==> src/bpc_pkg.sv <==
// ----------------------------------------------------------------------------
// bpc_pkg
// Shared types and constants for the button press classifier: the input and
// result beat layouts, the configuration set and the register indexes.
// ----------------------------------------------------------------------------
package bpc_pkg;

    // widths fixed by the field definitions
    localparam int TIME_W    = 32;
    localparam int CFG_W     = 16;
    localparam int CFG_IDX_W = 2;

    // configuration register indexes
    localparam logic [CFG_IDX_W-1:0] CFG_HOLDOFF    = 2'd0;
    localparam logic [CFG_IDX_W-1:0] CFG_LONG_PRESS = 2'd1;

    // reset values of the configuration registers
    localparam logic [CFG_W-1:0] HOLDOFF_RST    = 16'd50;
    localparam logic [CFG_W-1:0] LONG_PRESS_RST = 16'd1000;

    // one poll of the button
    typedef struct packed {
        logic              button_level;
        logic [TIME_W-1:0] now_ms;
    } t_bpc_in;

    // classification flags after one poll
    typedef struct packed {
        logic short_press;
        logic long_press;
    } t_bpc_out;

    // configuration seen by the classifier core
    typedef struct packed {
        logic [CFG_W-1:0] holdoff_ms;
        logic [CFG_W-1:0] long_press_ms;
    } t_bpc_cfg;

endpackage

==> src/bpc_fsm.sv <==
// ----------------------------------------------------------------------------
// bpc_fsm
// Debounce and classification state machine. Holds the phase, the time mark
// and both flags, and advances them by one poll whenever i_step is high.
// The flags after the poll are presented combinationally on o_result.
// ----------------------------------------------------------------------------
module bpc_fsm (
    input  logic              i_clk,
    input  logic              i_rst_n,
    input  logic              i_step,
    input  bpc_pkg::t_bpc_in  i_poll,
    input  bpc_pkg::t_bpc_cfg i_cfg,
    output bpc_pkg::t_bpc_out o_result
);
    import bpc_pkg::*;

    // phase codes
    localparam logic [2:0] PH_IDLE         = 3'd0;
    localparam logic [2:0] PH_PRESS_HOLD   = 3'd1;
    localparam logic [2:0] PH_PRESSED      = 3'd2;
    localparam logic [2:0] PH_LONG_HELD    = 3'd3;
    localparam logic [2:0] PH_RELEASE_HOLD = 3'd4;

    logic [2:0]        r_phase, n_phase;
    logic [TIME_W-1:0] r_mark, n_mark;
    logic              r_short_flag, n_short_flag;
    logic              r_long_flag, n_long_flag;

    logic [TIME_W-1:0] w_elapsed;
    logic              w_past_holdoff;
    logic              w_past_long;

    // wrapping elapsed time and the two threshold compares
    assign w_elapsed      = i_poll.now_ms - r_mark;
    assign w_past_holdoff = w_elapsed > {{(TIME_W-CFG_W){1'b0}}, i_cfg.holdoff_ms};
    assign w_past_long    = w_elapsed > {{(TIME_W-CFG_W){1'b0}}, i_cfg.long_press_ms};

    // next phase, mark and flags for this poll
    always_comb begin
        n_phase      = r_phase;
        n_mark       = r_mark;
        n_short_flag = r_short_flag;
        n_long_flag  = r_long_flag;
        unique case (r_phase)
            PH_IDLE: begin
                n_short_flag = 1'b0;
                n_long_flag  = 1'b0;
                if (i_poll.button_level) begin
                    n_phase = PH_PRESS_HOLD;
                    n_mark  = i_poll.now_ms;
                end
            end
            PH_PRESS_HOLD: begin
                if (w_past_holdoff && i_poll.button_level) begin
                    n_phase = PH_PRESSED;
                end
            end
            PH_PRESSED: begin
                if (!i_poll.button_level) begin
                    // a late release is ignored until the button reads high again
                    if (!w_past_long) begin
                        n_short_flag = 1'b1;
                        n_mark       = i_poll.now_ms;
                        n_phase      = PH_RELEASE_HOLD;
                    end
                end else if (w_past_long) begin
                    n_long_flag = 1'b1;
                    n_phase     = PH_LONG_HELD;
                end
            end
            PH_LONG_HELD: begin
                if (!i_poll.button_level) begin
                    n_mark  = i_poll.now_ms;
                    n_phase = PH_RELEASE_HOLD;
                end
            end
            PH_RELEASE_HOLD: begin
                if (w_past_holdoff) begin
                    n_phase = PH_IDLE;
                end
            end
            default: begin
                n_phase = PH_IDLE;
            end
        endcase
    end

    // state update, one poll per step
    always_ff @(posedge i_clk) begin
        if (!i_rst_n) begin
            r_phase      <= PH_IDLE;
            r_mark       <= '0;
            r_short_flag <= 1'b0;
            r_long_flag  <= 1'b0;
        end else if (i_step) begin
            r_phase      <= n_phase;
            r_mark       <= n_mark;
            r_short_flag <= n_short_flag;
            r_long_flag  <= n_long_flag;
        end
    end

    assign o_result.short_press = n_short_flag;
    assign o_result.long_press  = n_long_flag;

    // a press is never both short and long
    a_flags_exclusive: assert property (@(posedge i_clk) disable iff (!i_rst_n)
        !(r_short_flag && r_long_flag))
        else $error("short and long flags set together");

    // the long-held phase is only reached with the long flag set
    a_long_held_flag: assert property (@(posedge i_clk) disable iff (!i_rst_n)
        (r_phase == PH_LONG_HELD) |-> r_long_flag)
        else $error("long-held phase without long flag");

    // during the press holdoff no classification has been made yet
    a_holdoff_clear: assert property (@(posedge i_clk) disable iff (!i_rst_n)
        (r_phase == PH_PRESS_HOLD) |-> (!r_short_flag && !r_long_flag))
        else $error("flag set during press holdoff");

    // state only moves on a step
    a_hold_no_step: assert property (@(posedge i_clk) disable iff (!i_rst_n)
        !i_step |=> $stable(r_phase) && $stable(r_mark))
        else $error("state changed without a step");

endmodule

==> src/button_press_classifier.sv <==
// ----------------------------------------------------------------------------
// button_press_classifier
// Debounced short and long button press recognizer, one poll per beat.
// ----------------------------------------------------------------------------
// Usage:
//   Input channel (i_in_valid / o_in_ready / i_in_data) carries one poll per
//   beat: the sampled button level and a wrapping millisecond time stamp.
//   Output channel (o_out_valid / i_out_ready / o_out_data) returns exactly
//   one beat per poll with the short and long press flags after that poll.
//   Config channel (i_cfg_valid / o_cfg_ready / i_cfg_idx / i_cfg_data)
//   writes holdoff_ms (index 0) or long_press_ms (index 1); other indexes
//   are dropped. Write only while no poll is in flight.
//   Throughput: one poll per cycle, sustained while i_out_ready stays high.
//   A poll accepted into the input register is classified combinationally
//   by the core and loaded into the result register when that register is
//   free or draining, and its result beat is valid from there. The input
//   register and the result register each hold one beat, so a poll is still
//   taken while a result waits; with the receiver stalled, at most two polls
//   are held and o_in_ready then drops until the result beat leaves.
//   Reset (synchronous, active low) returns the machine to idle with both
//   flags clear, the time mark at zero, holdoff 50 ms, long press 1000 ms.
// ----------------------------------------------------------------------------
module button_press_classifier (
    input  logic                           i_clk,
    input  logic                           i_rst_n,
    input  logic                           i_in_valid,
    output logic                           o_in_ready,
    input  bpc_pkg::t_bpc_in               i_in_data,
    output logic                           o_out_valid,
    input  logic                           i_out_ready,
    output bpc_pkg::t_bpc_out              o_out_data,
    input  logic                           i_cfg_valid,
    output logic                           o_cfg_ready,
    input  logic [bpc_pkg::CFG_IDX_W-1:0]  i_cfg_idx,
    input  logic [bpc_pkg::CFG_W-1:0]      i_cfg_data
);
    import bpc_pkg::*;

    t_bpc_cfg  r_cfg;
    logic      r_in_valid;
    t_bpc_in   r_in;
    logic      r_out_valid;
    t_bpc_out  r_out;
    logic      w_adv;
    t_bpc_out  w_result;

    // configuration registers, always writable
    assign o_cfg_ready = 1'b1;

    always_ff @(posedge i_clk) begin
        if (!i_rst_n) begin
            r_cfg.holdoff_ms    <= HOLDOFF_RST;
            r_cfg.long_press_ms <= LONG_PRESS_RST;
        end else if (i_cfg_valid) begin
            case (i_cfg_idx)
                CFG_HOLDOFF:    r_cfg.holdoff_ms    <= i_cfg_data;
                CFG_LONG_PRESS: r_cfg.long_press_ms <= i_cfg_data;
                default:        ;
            endcase
        end
    end

    // a held poll moves on when the result register is free or draining
    assign w_adv      = r_in_valid && (!r_out_valid || i_out_ready);
    assign o_in_ready = !r_in_valid || w_adv;

    // input register
    always_ff @(posedge i_clk) begin
        if (!i_rst_n) begin
            r_in_valid <= 1'b0;
        end else if (o_in_ready) begin
            r_in_valid <= i_in_valid;
        end
    end

    always_ff @(posedge i_clk) begin
        if (i_in_valid && o_in_ready) begin
            r_in <= i_in_data;
        end
    end

    // classifier core
    bpc_fsm u_fsm (
        .i_clk    (i_clk),
        .i_rst_n  (i_rst_n),
        .i_step   (w_adv),
        .i_poll   (r_in),
        .i_cfg    (r_cfg),
        .o_result (w_result)
    );

    // result register
    always_ff @(posedge i_clk) begin
        if (!i_rst_n) begin
            r_out_valid <= 1'b0;
        end else if (!r_out_valid || i_out_ready) begin
            r_out_valid <= r_in_valid;
        end
    end

    always_ff @(posedge i_clk) begin
        if (w_adv) begin
            r_out <= w_result;
        end
    end

    assign o_out_valid = r_out_valid;
    assign o_out_data  = r_out;

    // a held poll is kept until the core takes it
    a_in_hold: assert property (@(posedge i_clk) disable iff (!i_rst_n)
        (r_in_valid && !w_adv) |=> r_in_valid)
        else $error("held poll lost");

    // a waiting result beat is not overwritten
    a_out_hold: assert property (@(posedge i_clk) disable iff (!i_rst_n)
        (r_out_valid && !i_out_ready) |=> (r_out_valid && $stable(r_out)))
        else $error("pending result beat changed");

    // every step of the core produces a result beat
    a_step_result: assert property (@(posedge i_clk) disable iff (!i_rst_n)
        w_adv |=> r_out_valid)
        else $error("step without result beat");

endmodule
==> config.mk <==
export PLATFORM = sky130hd
export DESIGN_NAME = button_press_classifier
export DESIGN_NICKNAME = d
export VERILOG_FILES = /design/src/bpc_pkg.sv /design/src/bpc_fsm.sv /design/src/button_press_classifier.sv
export SDC_FILE = /design/constraint.sdc
export NUM_CORES = 1
export LEC_CHECK = 0
export BUFFER_PORTS_ARGS = -buffer_cell sky130_fd_sc_hd__buf_4
export CORE_ASPECT_RATIO = 0.6
export CORE_MARGIN = 4
export CORE_UTILIZATION = 45
export CTS_CLUSTER_SIZE = 24
export DETAILED_ROUTE_END_ITERATION = 16
export PLACE_DENSITY = 0.63
export SKIP_LAST_GASP = 1
export SLEW_MARGIN = 25
export SYNTH_ARGS = -nofsm -noshare
export SYNTH_HDL_FRONTEND = slang
export SYNTH_SLANG_ARGS = --single-unit
==> constraint.sdc <==
create_clock -name i_clk -period 12.1 [get_ports i_clk]
set_clock_uncertainty 0.1 [all_clocks]
set_input_delay 0.605 -clock i_clk [delete_from_list [all_inputs] [get_ports i_clk]]
set_output_delay 0.605 -clock i_clk [all_outputs]
set_load 0.01 [all_outputs]
# Word level (Yosys, flattened, before mapping)

Cells that the tools add are included.

Register bits: 106
Bits of input ports: 56
Output and inout bits: 5
Logic and storage cells: 61

Add/subtract/negate cells: 1
$lt $le $gt $ge: 2
Eq/ne operators: 13
Muxes and demuxes: 19
Reductions and logical operators: 14

Operators with widths:

| kind                                                                   | number |
|---|---|
| 32-bit two-way mux                                                     | 4 |
| 32-bit case mux with 3 select lines                                    | 1 |
| 32-bit by 16-bit greater-than comparator with 1-bit output             | 2 |
| 32-bit subtractor                                                      | 1 |
| 3-bit two-way mux                                                      | 7 |
| 3-bit case mux with 5 select lines                                     | 1 |
| 2-bit != test (second input constant)                                  | 4 |
| 7-bit AND reduction                                                    | 1 |
| 3-bit by 2-bit equality test with 1-bit output (second input constant) | 2 |
| 6-bit AND reduction                                                    | 1 |
| 1-bit two-way mux                                                      | 4 |
| 2-bit by 1-bit != test with 1-bit output (second input constant)       | 2 |
| 1-bit case mux with 2 select lines                                     | 2 |
| 2-bit AND reduction                                                    | 2 |
| 3-bit by 1-bit equality test with 1-bit output (second input constant) | 1 |
| 3-bit equality test (second input constant)                            | 1 |
| 1-bit logical AND                                                      | 3 |
| 3-bit zero test                                                        | 1 |
| 3-bit by 2-bit != test with 1-bit output (second input constant)       | 1 |
| 3-bit != test (second input constant)                                  | 1 |
| 3-bit nonzero test                                                     | 1 |
| 2-bit by 1-bit equality test with 1-bit output (second input constant) | 1 |
| 1-bit zero test                                                        | 2 |
| 2-bit zero test                                                        | 1 |
| 1-bit logical OR                                                       | 2 |

# Depth between registers and ports, before layout

Gate-level depths: netlist of run 1.

Word-level depth: 5
Depth in mapped cells: 23
Mapped depth without buffers: 22

# Modules after synthesis

A second synthesis of run 1 with hierarchy kept.

Cells, all modules: 843
Area total of the unflattened synthesis: 7269.5 um^2

By module, submodules not included:

| module                  | times used | cells an instance | area each (um^2) | sequential area each (um^2) |
|---|---|---|---|---|
| bpc_fsm                 | 1          | 664               | 4818.4           | 740.7 |
| button_press_classifier | 1          | 179               | 2451.1           | 1731.7 |

# Worst setup path before layout of run 1

No wires, ideal clock.

Path type: reg2reg
From: reg r_in[4] (netlist name)
To: reg u_fsm.r_mark[11]
Setup time: 128 ps
Arrival: 4218 ps
Data required time: 11872 ps
Slack: 7654 ps
Stages on the path, launching flop included: 23
Path buffers: 1
Clock period less this slack: 4446 ps
Path through: edfxtp_1 > ha_1 > a21o_1 > a31oi_1 > nand2_1 > and2_1 > o21ai_0 > nand2b_1 > a21o_1 > a21oi_1 > xnor2_1 > ha_1 > a21o_1 > a21o_1 > a21oi_1 > o21ai_0 > a21o_1 > a211oi_1 > nand4_4 > a21oi_4 > buf_12 > mux2i_1 > nor2_1

Word-level cells in the longest chain between the ends: 4

Ends and longest elaborated chain:

| item                                                       | line                          | RTL |
|---|---|---|
| start: declaration                                         | button_press_classifier.sv:41 | `t_bpc_in r_in;` |
| start signal: assignment                                   | button_press_classifier.sv:78 | `r_in <= i_in_data;` |
| 32-bit subtractor                                          | bpc_fsm.sv:34                 | `assign w_elapsed = i_poll.now_ms - r_mark;` |
| 32-bit by 16-bit greater-than comparator with 1-bit output | bpc_fsm.sv:36                 | `assign w_past_long = w_elapsed > {{(TIME_W-CFG_W){1'b0}}, i_cfg.long_press_ms};` |
| 2-bit != test (no line)                                    | --                            |  |
| 6-bit AND reduction (no line)                              | --                            |  |
| end signal: assignment                                     | bpc_fsm.sv:97                 | `r_mark <= n_mark;` |
| end: declaration                                           | bpc_fsm.sv:25                 | `logic [TIME_W-1:0] r_mark, n_mark;` |

No other way between the ends.
A chain may end at the register's enable or synchronous reset.

# Worst setup path after layout of run 1

From: reg r_in[4] (netlist name)
To: reg u_fsm.r_mark[10]

The elaborated chain is that of the path after synthesis.

==> PnR_summary.wiki, run 1 <==
{| class="wikitable"
! Metric !! Value
|-
| Number of buffers added on ports || 59
|-
| Worst hold path depth || 1
|-
| Clock-pin slew reported for the worst setup and hold paths after clock tree synthesis || 0.08 ns
|-
| Maximum vdd drop || 0.0000596 V
|-
| Pins over their slew limit || 0
|-
| Fmax || 0.196 GHz
|-
| Standard cell core area || 0.0146 mm²
|-
| Hold Crit Class || input pin to register
|-
| Number of resized instances in the post-cts repair step || 0
|-
| Per-instance average area after synthesis || 8.66 µm²
|-
| Flop pwr share || 44.2%
|-
| Post-detailed-placement half-perimeter wirelength || 13500 µm
|-
| Number of clock sinks || 106
|-
| Initial cell density of the core || 46.4%
|-
| Placement row count || 34
|-
| Class of the most critical setup path || register to register
|-
| Int Pwr || 0.000609 W
|-
| Share of the clock period used by the worst path after layout || 42.1%
|-
| TNS Setup || 0 ns
|-
| Finish-stage setup viols || 0
|-
| Horizontal die dimension || 167 µm
|-
| Total power divided by cell area || 116 mW/mm²
|-
| Reg-to-Reg Start || r_in[4]
|-
| Die area || 0.0172 mm²
|-
| Leading area contributor after synthesis || sky130_fd_sc_hd__dfxtp_1
|-
| Share of final-layout standard cells stronger than drive strength 1 || 12.1%
|-
| Relative slew slack || 44.1%
|-
| Outcome || finished clean
|-
| DR iter-0 viols || 462
|-
| TritonCTS Buffers || 9
|-
| Final layout net count || 944
|-
| Setup slack of the critical path after layout || 7.01 ns
|-
| Mean routed wirelength per cell || 16.9 µm
|-
| Final weighted congestion of routability-driven global placement || 0.900
|-
| Leading register cell type out of synthesis || sky130_fd_sc_hd__dfxtp_1
|-
| Reg2Reg Depth || 22
|-
| Leakage dissipation || 2.94 nW
|-
| Number of warnings printed during yosys synthesis || 0
|-
| Critical path startpoint category || register
|-
| Proportion of synthesized flip-flops having asynchronous set or reset || 0%
|-
| Util after Layout || 52.0%
|-
| RR Endpoint || u_fsm.r_mark[10]
|-
| Area added between synthesis and finish || 12.1%
|-
| Post-CTS Repair Setup Buffers || 0
|-
| Critical path capture point type || register
|-
| Number of hold violations in the final report || 0
|-
| Combinational cell fraction of total power || 23.0%
|-
| Ranking of synthesized cells by instance count || sky130_fd_sc_hd__nand2_1, sky130_fd_sc_hd__nor2_1, sky130_fd_sc_hd__inv_1
|-
| Number of standard cells after synthesis || 785
|-
| Actual transition at the worst max-transition pin || 0.839 ns
|-
| Chip Height || 103 µm
|-
| Drt drc || 0
|-
| Post-synthesis sequential element count || 106
|-
| First-pass iteration count of the detailed router || 5
|-
| Sw power || 0.000276 W
|-
| Global Route Usage Sum || 20.3%
|-
| RSZ-0062 raised after global routing || no
|-
| Number of global-route vias before repair || 5349
|-
| Maximum level of the CTS H-tree || 3
|-
| Clock latency on the worst-skew pair || 0.36 ns
|-
| Number of max-cap violations || 0
|-
| Fraction of power consumed by the clock network || 32.9%
|-
| TritonCTS clock tree || built
|-
| Min cycle time layout || 5.09 ns
|-
| Share of the yosys chip area belonging to registers || 36.4%
|-
| Count of different cell masters after synthesis || 69
|-
| Critical-path maximum fanout || 32
|-
| Number of flops mapped to enable cells by yosys || 35
|-
| Number of vias after detailed routing || 5651
|-
| Post-CTS Hold Fix Bufs || 0
|-
| Most frequently used cell type in the post-synthesis netlist || sky130_fd_sc_hd__nand2_1
|-
| Crit path capture || u_fsm.r_mark[10]
|-
| Setup slack of the worst register-to-register path || 7.01 ns
|-
| Yosys top cell area share || 20.9%
|-
| Syn nets || 905
|-
| CP startpoint || r_in[4]
|-
| Cell at the root of the clock tree || sky130_fd_sc_hd__clkbuf_16
|-
| Mapped Area || 0.00680 mm²
|-
| Post-DRT Antenna Nets || 0
|-
| Antenna violations before repair || 0
|-
| Leading cell types by total area after synthesis || sky130_fd_sc_hd__dfxtp_1, sky130_fd_sc_hd__edfxtp_1, sky130_fd_sc_hd__ha_1, sky130_fd_sc_hd__nand2_1, sky130_fd_sc_hd__mux2i_1
|-
| CP Data Arrival Time || 5.22 ns
|-
| Largest net degree at the start of global routing || 40
|-
| Total overflow reported by the global router || 0
|-
| Vias per inst || 5.50
|-
| Worst-case setup slack after placement || 7.02 ns
|-
| Top Ports || 61
|-
| Required @ worst endpoint || 12.23 ns
|-
| Final wirelength || 17300 µm
|-
| Global-route wire length before repair || 27900 µm
|-
| Diodes inserted || 0
|-
| Switching fraction of total power || 31.2%
|-
| Largest buffer count on any clock path || 2
|}
[power by group through the flow]
stage,clock network (W),registers [W],logic (W)
2_1_floorplan,0,0.000396,0.000143
3_3_place_gp,0,0.000398,0.000195
3_5_place_dp,0,0.000399,0.000200
4_1_cts,0.000298,0.000391,0.000201
5_1_grt,0.000313,0.000393,0.000226
6_report,0.000291,0.000391,0.000203
[critical path: stages (launching register included)]
cell,delay (ns)
sky130_fd_sc_hd__edfxtp_1,0.39
sky130_fd_sc_hd__ha_1,0.38
sky130_fd_sc_hd__a21o_1,0.23
sky130_fd_sc_hd__a31oi_1,0.20
sky130_fd_sc_hd__nand2_1,0.09
sky130_fd_sc_hd__and2_1,0.17
sky130_fd_sc_hd__o21ai_0,0.15
sky130_fd_sc_hd__nand2b_1,0.10
sky130_fd_sc_hd__a21o_1,0.18
sky130_fd_sc_hd__a21oi_1,0.18
sky130_fd_sc_hd__xnor2_1,0.17
sky130_fd_sc_hd__ha_1,0.29
sky130_fd_sc_hd__a21o_1,0.20
sky130_fd_sc_hd__a21o_1,0.17
sky130_fd_sc_hd__a21oi_1,0.14
sky130_fd_sc_hd__o21ai_0,0.09
sky130_fd_sc_hd__a21o_1,0.16
sky130_fd_sc_hd__a211oi_1,0.37
sky130_fd_sc_hd__nand4_4,0.19
sky130_fd_sc_hd__a21oi_4,0.16
sky130_fd_sc_hd__buf_4,0.47
sky130_fd_sc_hd__mux2i_1,0.27
sky130_fd_sc_hd__nor2_1,0.06
[through the flow]
step	total power [W]	std cells	hold slack, ns	cell area, µm²
after CTS	0.000890	1027	0.304	7620
after global placement	0.000593	1011	0.347	7320
after floorplan	0.000539	785	0.336	6800
after detailed placement	0.000599	1011	0.351	7330
final	0.000885	1027	0.318	7620
after global routing	0.000932	1027	0.299	7620
[routing by layer]
metal / global-route usage [%] / up-vias / part of all wire [%]
met5: 0 / - / 0
met4: 4.02 / 0 / 0.53
met3: 4.33 / 10 / 6.4
met2: 28.8 / 165 / 39
met1: 31.7 / 2638 / 54
li1: - / 2838 / -
[kinds of logic (layout without fill, tap and decap cells)]
kind of cell,after synthesis,in the layout,share of synthesized area [%]
compound gates,188,188,18.4
xor+xnor,21,21,2.71
fa+ha+maj,64,64,11.9
buf+inv,107,151,6.81
flops,106,106,36.4
mux,37,37,5.47
other cells,1,1,0.0552
simple gates,261,261,18.2
[final cells by class]
cell class | count | area, µm²
clock buffers | 9 | 225
inverters | 73 | 274
well taps | 198 | 248
flip-flops and latches | 106 | 2470
multi-input cells | 572 | 3870
fillers | 1405 | 7020
clock inverters | 7 | 60.1
repair buffers | 62 | 465
[worst min-delay path by stage]
stage | start | endpoint | slack [ns]
finish | i_in_data[8] | r_in[8] | 0.32
detailed placement | r_cfg[14] | r_cfg[14] | 0.35
floorplan | r_cfg[10] | r_cfg[10] | 0.34
CTS | i_in_data[8] | r_in[8] | 0.30
global placement | r_cfg[4] | r_cfg[4] | 0.35
global route | i_in_data[3] | r_in[3] | 0.30
[placed cells by master, fill, tap and decap left out, types with 9 or more instances in the layout]
cell type | synthesis | layout
sky130_fd_sc_hd__clkbuf_16 | 0 | 9
sky130_fd_sc_hd__inv_1 | 73 | 73
sky130_fd_sc_hd__mux2i_1 | 36 | 36
sky130_fd_sc_hd__o211ai_1 | 13 | 13
sky130_fd_sc_hd__o21a_1 | 11 | 11
sky130_fd_sc_hd__nor3_1 | 11 | 11
sky130_fd_sc_hd__o21ai_0 | 23 | 23
sky130_fd_sc_hd__xnor2_1 | 17 | 17
sky130_fd_sc_hd__edfxtp_1 | 35 | 35
sky130_fd_sc_hd__a21o_1 | 23 | 23
sky130_fd_sc_hd__nor2_1 | 80 | 80
sky130_fd_sc_hd__buf_4 | 1 | 62
sky130_fd_sc_hd__nand2_1 | 102 | 102
sky130_fd_sc_hd__ha_1 | 63 | 63
sky130_fd_sc_hd__dfxtp_1 | 71 | 71
sky130_fd_sc_hd__nand4_1 | 20 | 20
sky130_fd_sc_hd__a21oi_1 | 67 | 67
[sequential cells by signal, indices dropped and copies added, names as in the netlist]
name	cells
r_cfg	32
r_in	33
r_in_valid	1
u_fsm.r_short_flag	1
o_out_data	2
o_out_valid	1
u_fsm.r_long_flag	1
u_fsm.r_mark	32
u_fsm.r_phase	3
No activity file was read; power rests on OpenSTA's default activity.
==> run 2: changes to the inputs <==
--- a/config.mk
+++ b/config.mk
@@ -5,6 +5,7 @@
 export SDC_FILE = /design/constraint.sdc
 export NUM_CORES = 1
 export LEC_CHECK = 0
+export ABC_AREA = 1
 export BUFFER_PORTS_ARGS = -buffer_cell sky130_fd_sc_hd__buf_4
 export CORE_ASPECT_RATIO = 0.6
 export CORE_MARGIN = 4
==> constraint.sdc (replaced) <==
create_clock -name i_clk -period 5.14 [get_ports i_clk]
set_clock_uncertainty 0.1 [all_clocks]
set_input_delay 0.257 -clock i_clk [delete_from_list [all_inputs] [get_ports i_clk]]
set_output_delay 0.257 -clock i_clk [all_outputs]
set_load 0.01 [all_outputs]
==> PnR_summary.wiki, run 2 <==
{| class="wikitable"
! Metric !! Value
|-
| Number of resized instances in the post-cts repair step || 0 (unchanged)
|-
| Final layout net count || 1246 (+32%)
|-
| Met2 layer usage reported by global route || 24.9% (-4.0 points)
|-
| Share of the clock period used by the worst path after layout || 80.8% (+39 points)
|-
| CP startpoint || r_in[0]
|-
| Post-CTS Hold Fix Bufs || 33 (+33)
|-
| Chip Height || 106 µm (+2.7%)
|-
| Syn nets || 1161 (+28%)
|-
| Most frequent cells in the layout || sky130_fd_sc_hd__nand2_1, sky130_fd_sc_hd__inv_1, sky130_fd_sc_hd__a21oi_1
|-
| Share of final-layout standard cells stronger than drive strength 1 || 10.8% (-1.3 points)
|-
| Ranking of synthesized cells by instance count || sky130_fd_sc_hd__nand2_1, sky130_fd_sc_hd__inv_1, sky130_fd_sc_hd__a21oi_1
|-
| Leakage dissipation || 4.27 nW (+45%)
|-
| Share of the synthesized netlist area taken by xor and xnor gates || 1.82% (-0.88 points)
|-
| CP Cell Sequence || inv_1 -> ha_1 -> fa_1 -> inv_1 -> nand3_1 -> nand3_1 -> nand3_1 -> nand3_2 -> xor2_1 -> ha_1 -> nand3_1 -> nor3_1 -> nand2_1 -> o2111ai_1 -> nand2_1 -> nand3_2 -> nand2_2 -> nand2_4 -> o21ai_0 -> a21oi_1
|-
| Top register by number of flip-flops || r_in
|-
| Number of flops mapped to enable cells by yosys || 35 (unchanged)
|-
| Diodes inserted || 0 (unchanged)
|-
| Largest buffer count on any clock path || 2 (unchanged)
|-
| Number of buffers added on ports || 59 (unchanged)
|-
| Number of global-route vias before repair || 5626 (+5.2%)
|-
| Min cycle time layout || 4.15 ns (-0.941 ns)
|-
| Reg-to-Reg Start || r_in[0]
|-
| Yosys top cell area share || 19.7% (-1.2 points)
|-
| Fmax || 0.241 GHz (+23%)
|-
| Fraction of the mapped netlist area in compound gates || 12.9% (-5.6 points)
|-
| Leading register cell type out of synthesis || sky130_fd_sc_hd__dfxtp_1
|-
| Outcome || finished clean
|-
| TritonCTS Buffers || 9 (unchanged)
|-
| Startpoint of the lowest-slack hold path || i_cfg_data[8]
|-
| CP Data Arrival Time || 4.33 ns (-0.89 ns)
|-
| Actual transition at the worst max-transition pin || 0.746 ns (-0.0930 ns)
|-
| Critical path capture point type || register
|-
| Post-synthesis sequential element count || 106 (unchanged)
|-
| Critical path startpoint category || register
|-
| Area added between synthesis and finish || 16.6%
|-
| Top Ports || 61 (unchanged)
|-
| Drt drc || 0 (unchanged)
|-
| Total power || 0.00245 W (+180%)
|-
| Count of different cell masters after synthesis || 42 (-39%)
|-
| Share of the yosys chip area belonging to registers || 34.3% (-2.0 points)
|-
| Cell at the root of the clock tree || sky130_fd_sc_hd__clkbuf_16
|-
| Number of clock sinks || 106 (unchanged)
|-
| Maximum level of the CTS H-tree || 3 (unchanged)
|-
| Leading area contributor after synthesis || sky130_fd_sc_hd__dfxtp_1
|-
| Global-route wire length before repair || 29200 µm (+4.4%)
|-
| Post-DRT Antenna Nets || 0 (unchanged)
|-
| Finish-stage setup viols || 0 (unchanged)
|-
| Final wirelength || 18100 µm (+4.7%)
|-
| Synthesized-area fraction occupied by and/or/nand/nor cells || 26.4% (+8.2 points)
|-
| Relative slew slack || 49.9% (+5.8 points)
|-
| Most common cell after layout, fill and taps aside || sky130_fd_sc_hd__nand2_1
|-
| Post-detailed-placement half-perimeter wirelength || 14000 µm (+4.1%)
|-
| Met1 Use GR || 34.9% (+3.2 points)
|-
| Critical-path maximum fanout || 62 (+94%)
|-
| Horizontal die dimension || 171 µm (+2.8%)
|-
| Critical-path cell with the highest stage delay || sky130_fd_sc_hd__nand2_4
|-
| Mean routed wirelength per cell || 13.6 µm (-19%)
|-
| Clock latency on the worst-skew pair || 0.36 ns (about the same)
|-
| Per-instance average area after synthesis || 6.92 µm² (-20%)
|-
| Total overflow reported by the global router || 0 (unchanged)
|-
| Combinational family with the most area after synthesis || simple AND/OR/NAND/NOR gates
|-
| Vias per inst || 4.85 (-12%)
|-
| Number of standard cells after synthesis || 1041 (+33%)
|-
| Flip-flop count of the largest register after layout || 33 (unchanged)
|-
| Synthesized-area fraction occupied by adder cells || 11.2% (-0.67 points)
|-
| Total power divided by cell area || 291 mW/mm² (+150%)
|-
| Top Registers || r_in x33, r_cfg x32, u_fsm.r_mark x32
|-
| Hold Crit Class || input pin to register
|-
| Die area || 0.0182 mm² (+5.6%)
|-
| Leading cell types by total area after synthesis || sky130_fd_sc_hd__dfxtp_1, sky130_fd_sc_hd__nand2_1, sky130_fd_sc_hd__edfxtp_1, sky130_fd_sc_hd__inv_1, sky130_fd_sc_hd__ha_1
|-
| Number of warnings printed during yosys synthesis || 0 (unchanged)
|-
| Number of vias after detailed routing || 6471 (+15%)
|-
| Number of max-cap violations || 0 (unchanged)
|-
| Number of hold violations in the final report || 0 (unchanged)
|-
| Number of inserted filler cells in the final layout || 1552 (+10%)
|-
| Pins over their slew limit || 0 (unchanged)
|-
| Clock-pin slew reported for the worst setup and hold paths after clock tree synthesis || 0.08 ns (about the same)
|-
| Util after Layout || 54.2% (+2.1 points)
|-
| Cell type with the highest occurrence count on the critical path || sky130_fd_sc_hd__nand3_1
|-
| Largest net degree at the start of global routing || 68 (+70%)
|-
| Placement row count || 35 (+2.9%)
|-
| Top Usage Layer GRT || met1
|-
| Initial cell density of the core || 46.4% (about the same)
|-
| Global Route Usage Sum || 20.1% (-0.19 points)
|-
| TNS Setup || 0 ns (unchanged)
|-
| First-pass iteration count of the detailed router || 5 (unchanged)
|-
| RSZ-0062 raised after global routing || no
|-
| Mapped Area || 0.00720 mm² (+6.0%)
|-
| Antenna violations before repair || 0 (unchanged)
|-
| Final weighted congestion of routability-driven global placement || 0.977 (+8.5%)
|-
| Proportion of synthesized area in mux cells || 0% (-5.5 points)
|-
| Maximum vdd drop || 0.000159 V (+170%)
|-
| Required @ worst endpoint || 5.32 ns (-6.91 ns)
|-
| Class of the most critical setup path || register to register
|-
| Most frequently used cell type in the post-synthesis netlist || sky130_fd_sc_hd__nand2_1
|-
| Met3 capacity usage during global routing || 3.49% (-0.84 points)
|-
| Standard cell core area || 0.0155 mm² (+5.9%)
|-
| Post-CTS Repair Setup Buffers || 0 (unchanged)
|-
| Proportion of synthesized flip-flops having asynchronous set or reset || 0% (unchanged)
|-
| TritonCTS clock tree || built
|-
| Largest stage delay on the critical path || 0.55 ns (+0.08 ns)
|-
| DR iter-0 viols || 512 (+11%)
|}
==> run 2: changes by cell type in the layout (fill, tap and decap cells not counted), moves of 9 or more <==
cell,previous run,this run
sky130_fd_sc_hd__xor2_1,4,13
sky130_fd_sc_hd__mux2i_1,36,0
sky130_fd_sc_hd__dlygate4sd3_1,0,33
sky130_fd_sc_hd__nand2_1,102,295
sky130_fd_sc_hd__a21o_1,23,1
sky130_fd_sc_hd__nand2_2,1,17
sky130_fd_sc_hd__nand3_1,7,30
sky130_fd_sc_hd__o21a_1,11,0
sky130_fd_sc_hd__nor2_1,80,64
sky130_fd_sc_hd__xnor2_1,17,2
sky130_fd_sc_hd__a21oi_1,67,81
sky130_fd_sc_hd__o21ai_1,3,27
sky130_fd_sc_hd__o21ai_0,23,33
sky130_fd_sc_hd__inv_1,73,217
==> run 2: area by class of cell <==
class | instances | area (µm²) | area share [%]
Tap cell | 203 | 254 | 3.02
Sequential cell | 106 | 2470 | 29.4
Clock inverter | 6 | 46.3 | 0.551
Timing Repair Buffer | 94 | 788 | 9.39
Multi-Input combinational cell | 696 | 3770 | 45.0
Clock buffer | 10 | 239 | 2.85
Inverter | 219 | 822 | 9.79
==> run 2: metal layers <==
metal  up-vias  share of wire (%)
met3        16                6.3
met5         -                  0
met2       194                 35
li1       3441                  -
met4         0               0.84
met1      2820                 58
==> run 2: final timing paths <==
| check | endpoint | slack, ns | cells past startpoint |
|---|---|---|---|
| max | u_fsm.r_mark[2] | 0.99 | 20 |
| min | r_cfg[8] | 0.03 | 3 |
| max reg2reg | u_fsm.r_mark[2] | 0.99 | 20 |
| min reg2reg | u_fsm.r_mark[22] | 0.36 | 2 |
==> run 2: cells by family (layout without fill, tap and decap cells) <==
kind of cell | count (synthesis) | after routing
buf+inv | 239 | 329
xor+xnor | 15 | 15
simple gates | 448 | 448
flops | 106 | 106
fa+ha+maj | 64 | 64
compound gates | 168 | 168
other cells | 1 | 1
==> run 2: where the power goes <==
group          internal (W)  leakage, nW  switching, W
registers          0.000922        0.921     0.0000224
clock network      0.000349        0.143      0.000334
logic              0.000302         3.21      0.000516
total               0.00157         4.27      0.000873
==> run 2: metrics by stage <==
stage / setup slack [ns] / hold slack [ns] / cells / cell area (µm²)
after floorplan: 2.09 / 0.256 / 1041 / 7200
after global placement: 1.11 / 0.335 / 1285 / 7780
after detailed placement: 1.08 / 0.336 / 1285 / 7780
after CTS: 1.01 / 0.0153 / 1334 / 8400
after global routing: 0.559 / 0.0335 / 1334 / 8400
final: 0.988 / 0.0264 / 1334 / 8400
==> run 2: critical path, delay by kind of cell (launching register included) <==
kind	cells	cell delay (ns)
DFF	1	0.35
xor gates and xnor gates	1	0.28
and+or+nand+nor	11	1.92
AOI/OAI and AO/OA	3	0.39
buffers and inverters	2	0.17
adders and majority gates	3	0.87
==> run 3: changes to the inputs <==
==> constraint.sdc (replaced) <==
create_clock -name i_clk -period 4 [get_ports i_clk]
set_clock_uncertainty 0.1 [all_clocks]
set_input_delay 0.2 -clock i_clk [delete_from_list [all_inputs] [get_ports i_clk]]
set_output_delay 0.2 -clock i_clk [all_outputs]
set_load 0.01 [all_outputs]
==> PnR_summary.wiki, run 3 (synthesized netlist as in run 2, its figures left out) <==
{| class="wikitable"
! Metric !! Value
|-
| Post-DRT Antenna Nets || 0 (unchanged)
|-
| Most frequent cells in the layout || sky130_fd_sc_hd__nand2_1, sky130_fd_sc_hd__inv_1, sky130_fd_sc_hd__a21oi_1
|-
| Hold Crit Class || input pin to register
|-
| First-pass iteration count of the detailed router || 5 (unchanged)
|-
| Final wirelength || 17900 µm (-1.5%)
|-
| Top Registers || r_in x33, r_cfg x32, u_fsm.r_mark x32
|-
| Critical path startpoint category || register
|-
| Setup slack of the critical path after layout || 0.300 ns (-0.688 ns)
|-
| Initial cell density of the core || 46.4% (unchanged)
|-
| Post-detailed-placement half-perimeter wirelength || 13800 µm (-2.1%)
|-
| Number of buffers added on ports || 59 (unchanged)
|-
| Required @ worst endpoint || 4.18 ns (-1.14 ns)
|-
| Number of clock sinks || 106 (unchanged)
|-
| Min cycle time layout || 3.70 ns (-0.452 ns)
|-
| Horizontal die dimension || 171 µm (unchanged)
|-
| Met3 capacity usage during global routing || 3.79% (+0.30 points)
|-
| Number of inserted filler cells in the final layout || 1526 (-1.7%)
|-
| Clock-pin slew reported for the worst setup and hold paths after clock tree synthesis || 0.08 ns (about the same)
|-
| Number of hold violations in the final report || 0 (unchanged)
|-
| Antenna violations before repair || 0 (unchanged)
|-
| Maximum level of the CTS H-tree || 3 (unchanged)
|-
| Area added between synthesis and finish || 19.3%
|-
| Relative slew slack || 53.8% (+3.9 points)
|-
| Total overflow reported by the global router || 0 (unchanged)
|-
| DR iter-0 viols || 510 (-0.39%)
|-
| Critical path capture point type || register
|-
| TritonCTS clock tree || built
|-
| Critical-path maximum fanout || 35 (-44%)
|-
| Reg2Reg Depth || 22 (+10%)
|-
| Fmax || 0.270 GHz (+12%)
|-
| Post-CTS Repair Setup Buffers || 0 (unchanged)
|-
| Diodes inserted || 0 (unchanged)
|-
| Class of the most critical setup path || register to register
|-
| Largest buffer count on any clock path || 2 (unchanged)
|-
| Cell at the root of the clock tree || sky130_fd_sc_hd__clkbuf_16
|-
| Top Ports || 61 (unchanged)
|-
| Number of max-cap violations || 0 (unchanged)
|-
| Top Usage Layer GRT || met1
|-
| Worst hold path depth || 3 (unchanged)
|-
| Drt drc || 0 (unchanged)
|-
| Maximum vdd drop || 0.000227 V (+42%)
|-
| TritonCTS Buffers || 9 (unchanged)
|-
| Die area || 0.0182 mm² (unchanged)
|-
| Pins over their slew limit || 0 (unchanged)
|-
| Top register by number of flip-flops || r_in
|-
| Actual transition at the worst max-transition pin || 0.692 ns (-0.0534 ns)
|-
| Total power divided by cell area || 369 mW/mm² (+27%)
|-
| Vias per inst || 4.82 (-0.65%)
|-
| Largest stage delay on the critical path || 0.42 ns (-0.13 ns)
|-
| Critical-path cell with the highest stage delay || sky130_fd_sc_hd__edfxtp_1
|-
| Most common cell after layout, fill and taps aside || sky130_fd_sc_hd__nand2_1
|-
| Leakage dissipation || 4.33 nW (+1.4%)
|-
| Number of vias after detailed routing || 6487 (+0.25%)
|-
| CP Data Arrival Time || 3.88 ns (-0.45 ns)
|-
| Largest net degree at the start of global routing || 68 (unchanged)
|-
| Outcome || finished clean
|-
| Share of final-layout standard cells stronger than drive strength 1 || 12.2% (+1.5 points)
|-
| Met1 Use GR || 34.2% (-0.73 points)
|-
| Finish-stage setup viols || 0 (unchanged)
|-
| Global Route Usage Sum || 19.8% (-0.32 points)
|-
| Cell type with the highest occurrence count on the critical path || sky130_fd_sc_hd__nand2_1
|-
| CP Cell Sequence || ha_1 -> nand2_1 -> nand2_1 -> a21oi_1 -> nand2_2 -> nand2_1 -> nand2_2 -> xor2_1 -> ha_1 -> nand2_1 -> inv_1 -> nand3_1 -> nor3_2 -> nand2_1 -> o2111ai_1 -> nand2_1 -> nand3_2 -> nand2_2 -> nand2_4 -> buf_12 -> o21ai_0 -> a21oi_1
|-
| Global-route wire length before repair || 28900 µm (-0.73%)
|-
| Flip-flop count of the largest register after layout || 33 (unchanged)
|-
| Final layout net count || 1258 (+0.96%)
|-
| Clock latency on the worst-skew pair || 0.35 ns (about the same)
|-
| Final weighted congestion of routability-driven global placement || 0.957 (-2.0%)
|-
| Mean routed wirelength per cell || 13.3 µm (-2.4%)
|-
| Placement row count || 35 (unchanged)
|-
| Standard cell core area || 0.0155 mm² (unchanged)
|-
| Chip Height || 106 µm (unchanged)
|-
| Worst-case setup slack after placement || 0.145 ns (-0.936 ns)
|-
| Number of global-route vias before repair || 5659 (+0.59%)
|-
| Met2 layer usage reported by global route || 24.7% (-0.20 points)
|-
| Share of the clock period used by the worst path after layout || 92.5% (+12 points)
|-
| Total power || 0.00317 W (+30%)
|}
run 3: cell count changes in the layout (fill, tap and decap cells not counted), moves of 2 or more:
cell	delta
sky130_fd_sc_hd__ha_2	+9
sky130_fd_sc_hd__ha_1	-9
sky130_fd_sc_hd__xor2_1	-2
sky130_fd_sc_hd__dlygate4sd3_1	+9
sky130_fd_sc_hd__xor2_2	+2
run 3: final timing paths:
check / startpoint / to / slack [ns]
hold reg to reg: u_fsm.r_mark[15] / u_fsm.r_mark[15] / 0.36
setup / recovery: r_in[4] / u_fsm.r_mark[1] / 0.30
setup reg to reg: r_in[4] / u_fsm.r_mark[1] / 0.30
hold / removal: i_cfg_data[14] / r_cfg[30] / 0.04
run 3: repair_timing:
action,4_1_cts,5_1_grt
hold buffers,42,0
resized for setup,0,18
setup endpoints to repair,0,35
endpoints found under the hold margin,43,0
run 3: metrics by stage:
stage | instances | cell area (µm²) | TNS [ns] | utilization [%] | hold slack, ns
5_1_grt | 1346 | 8590 | -0.0563 | 55.4 | 0.0416
6_report | 1346 | 8590 | 0 | 55.4 | 0.0356
3_5_place_dp | 1288 | 7820 | 0 | 50.4 | 0.279
3_3_place_gp | 1288 | 7820 | 0 | 50.4 | 0.278
2_1_floorplan | 1041 | 7200 | 0 | - | 0.199
4_1_cts | 1346 | 8520 | 0 | 55.0 | 0.0255
run 3: area by class of cell:
type	count	area [µm²]	share of cell area, %
Timing Repair Buffer	106	921	10.7
Clock inverter	6	46.3	0.539
Sequential cell	106	2470	28.8
Multi-Input combinational cell	696	3840	44.7
Clock buffer	10	239	2.78
Tap cell	203	254	2.96
Inverter	219	822	9.57
run 3: metal layers:
metal | up-vias | part of all wire [%]
li1 | 3472 | -
met1 | 2823 | 58
met2 | 182 | 35
met3 | 10 | 6.7
met4 | 0 | 0.68
met5 | - | 0
run 3: worst max-delay path: cells and delay by family, from the launching register on:
family / cells / cell delay [ns]
AO/OA/AOI/OAI: 4 / 0.53
AND/OR/NAND/NOR: 13 / 1.38
buffers and inverters: 2 / 0.28
adder cells (fa/ha/maj): 2 / 0.71
flip-flops: 1 / 0.42
XOR/XNOR: 1 / 0.18
run 3: power breakdown:
part	total [W]	switching, W	internal [W]
clock	0.000881	0.000433	0.000449
sequential	0.00121	0.0000296	0.00118
combinational	0.00108	0.000669	0.000408
total	0.00317	0.00113	0.00204
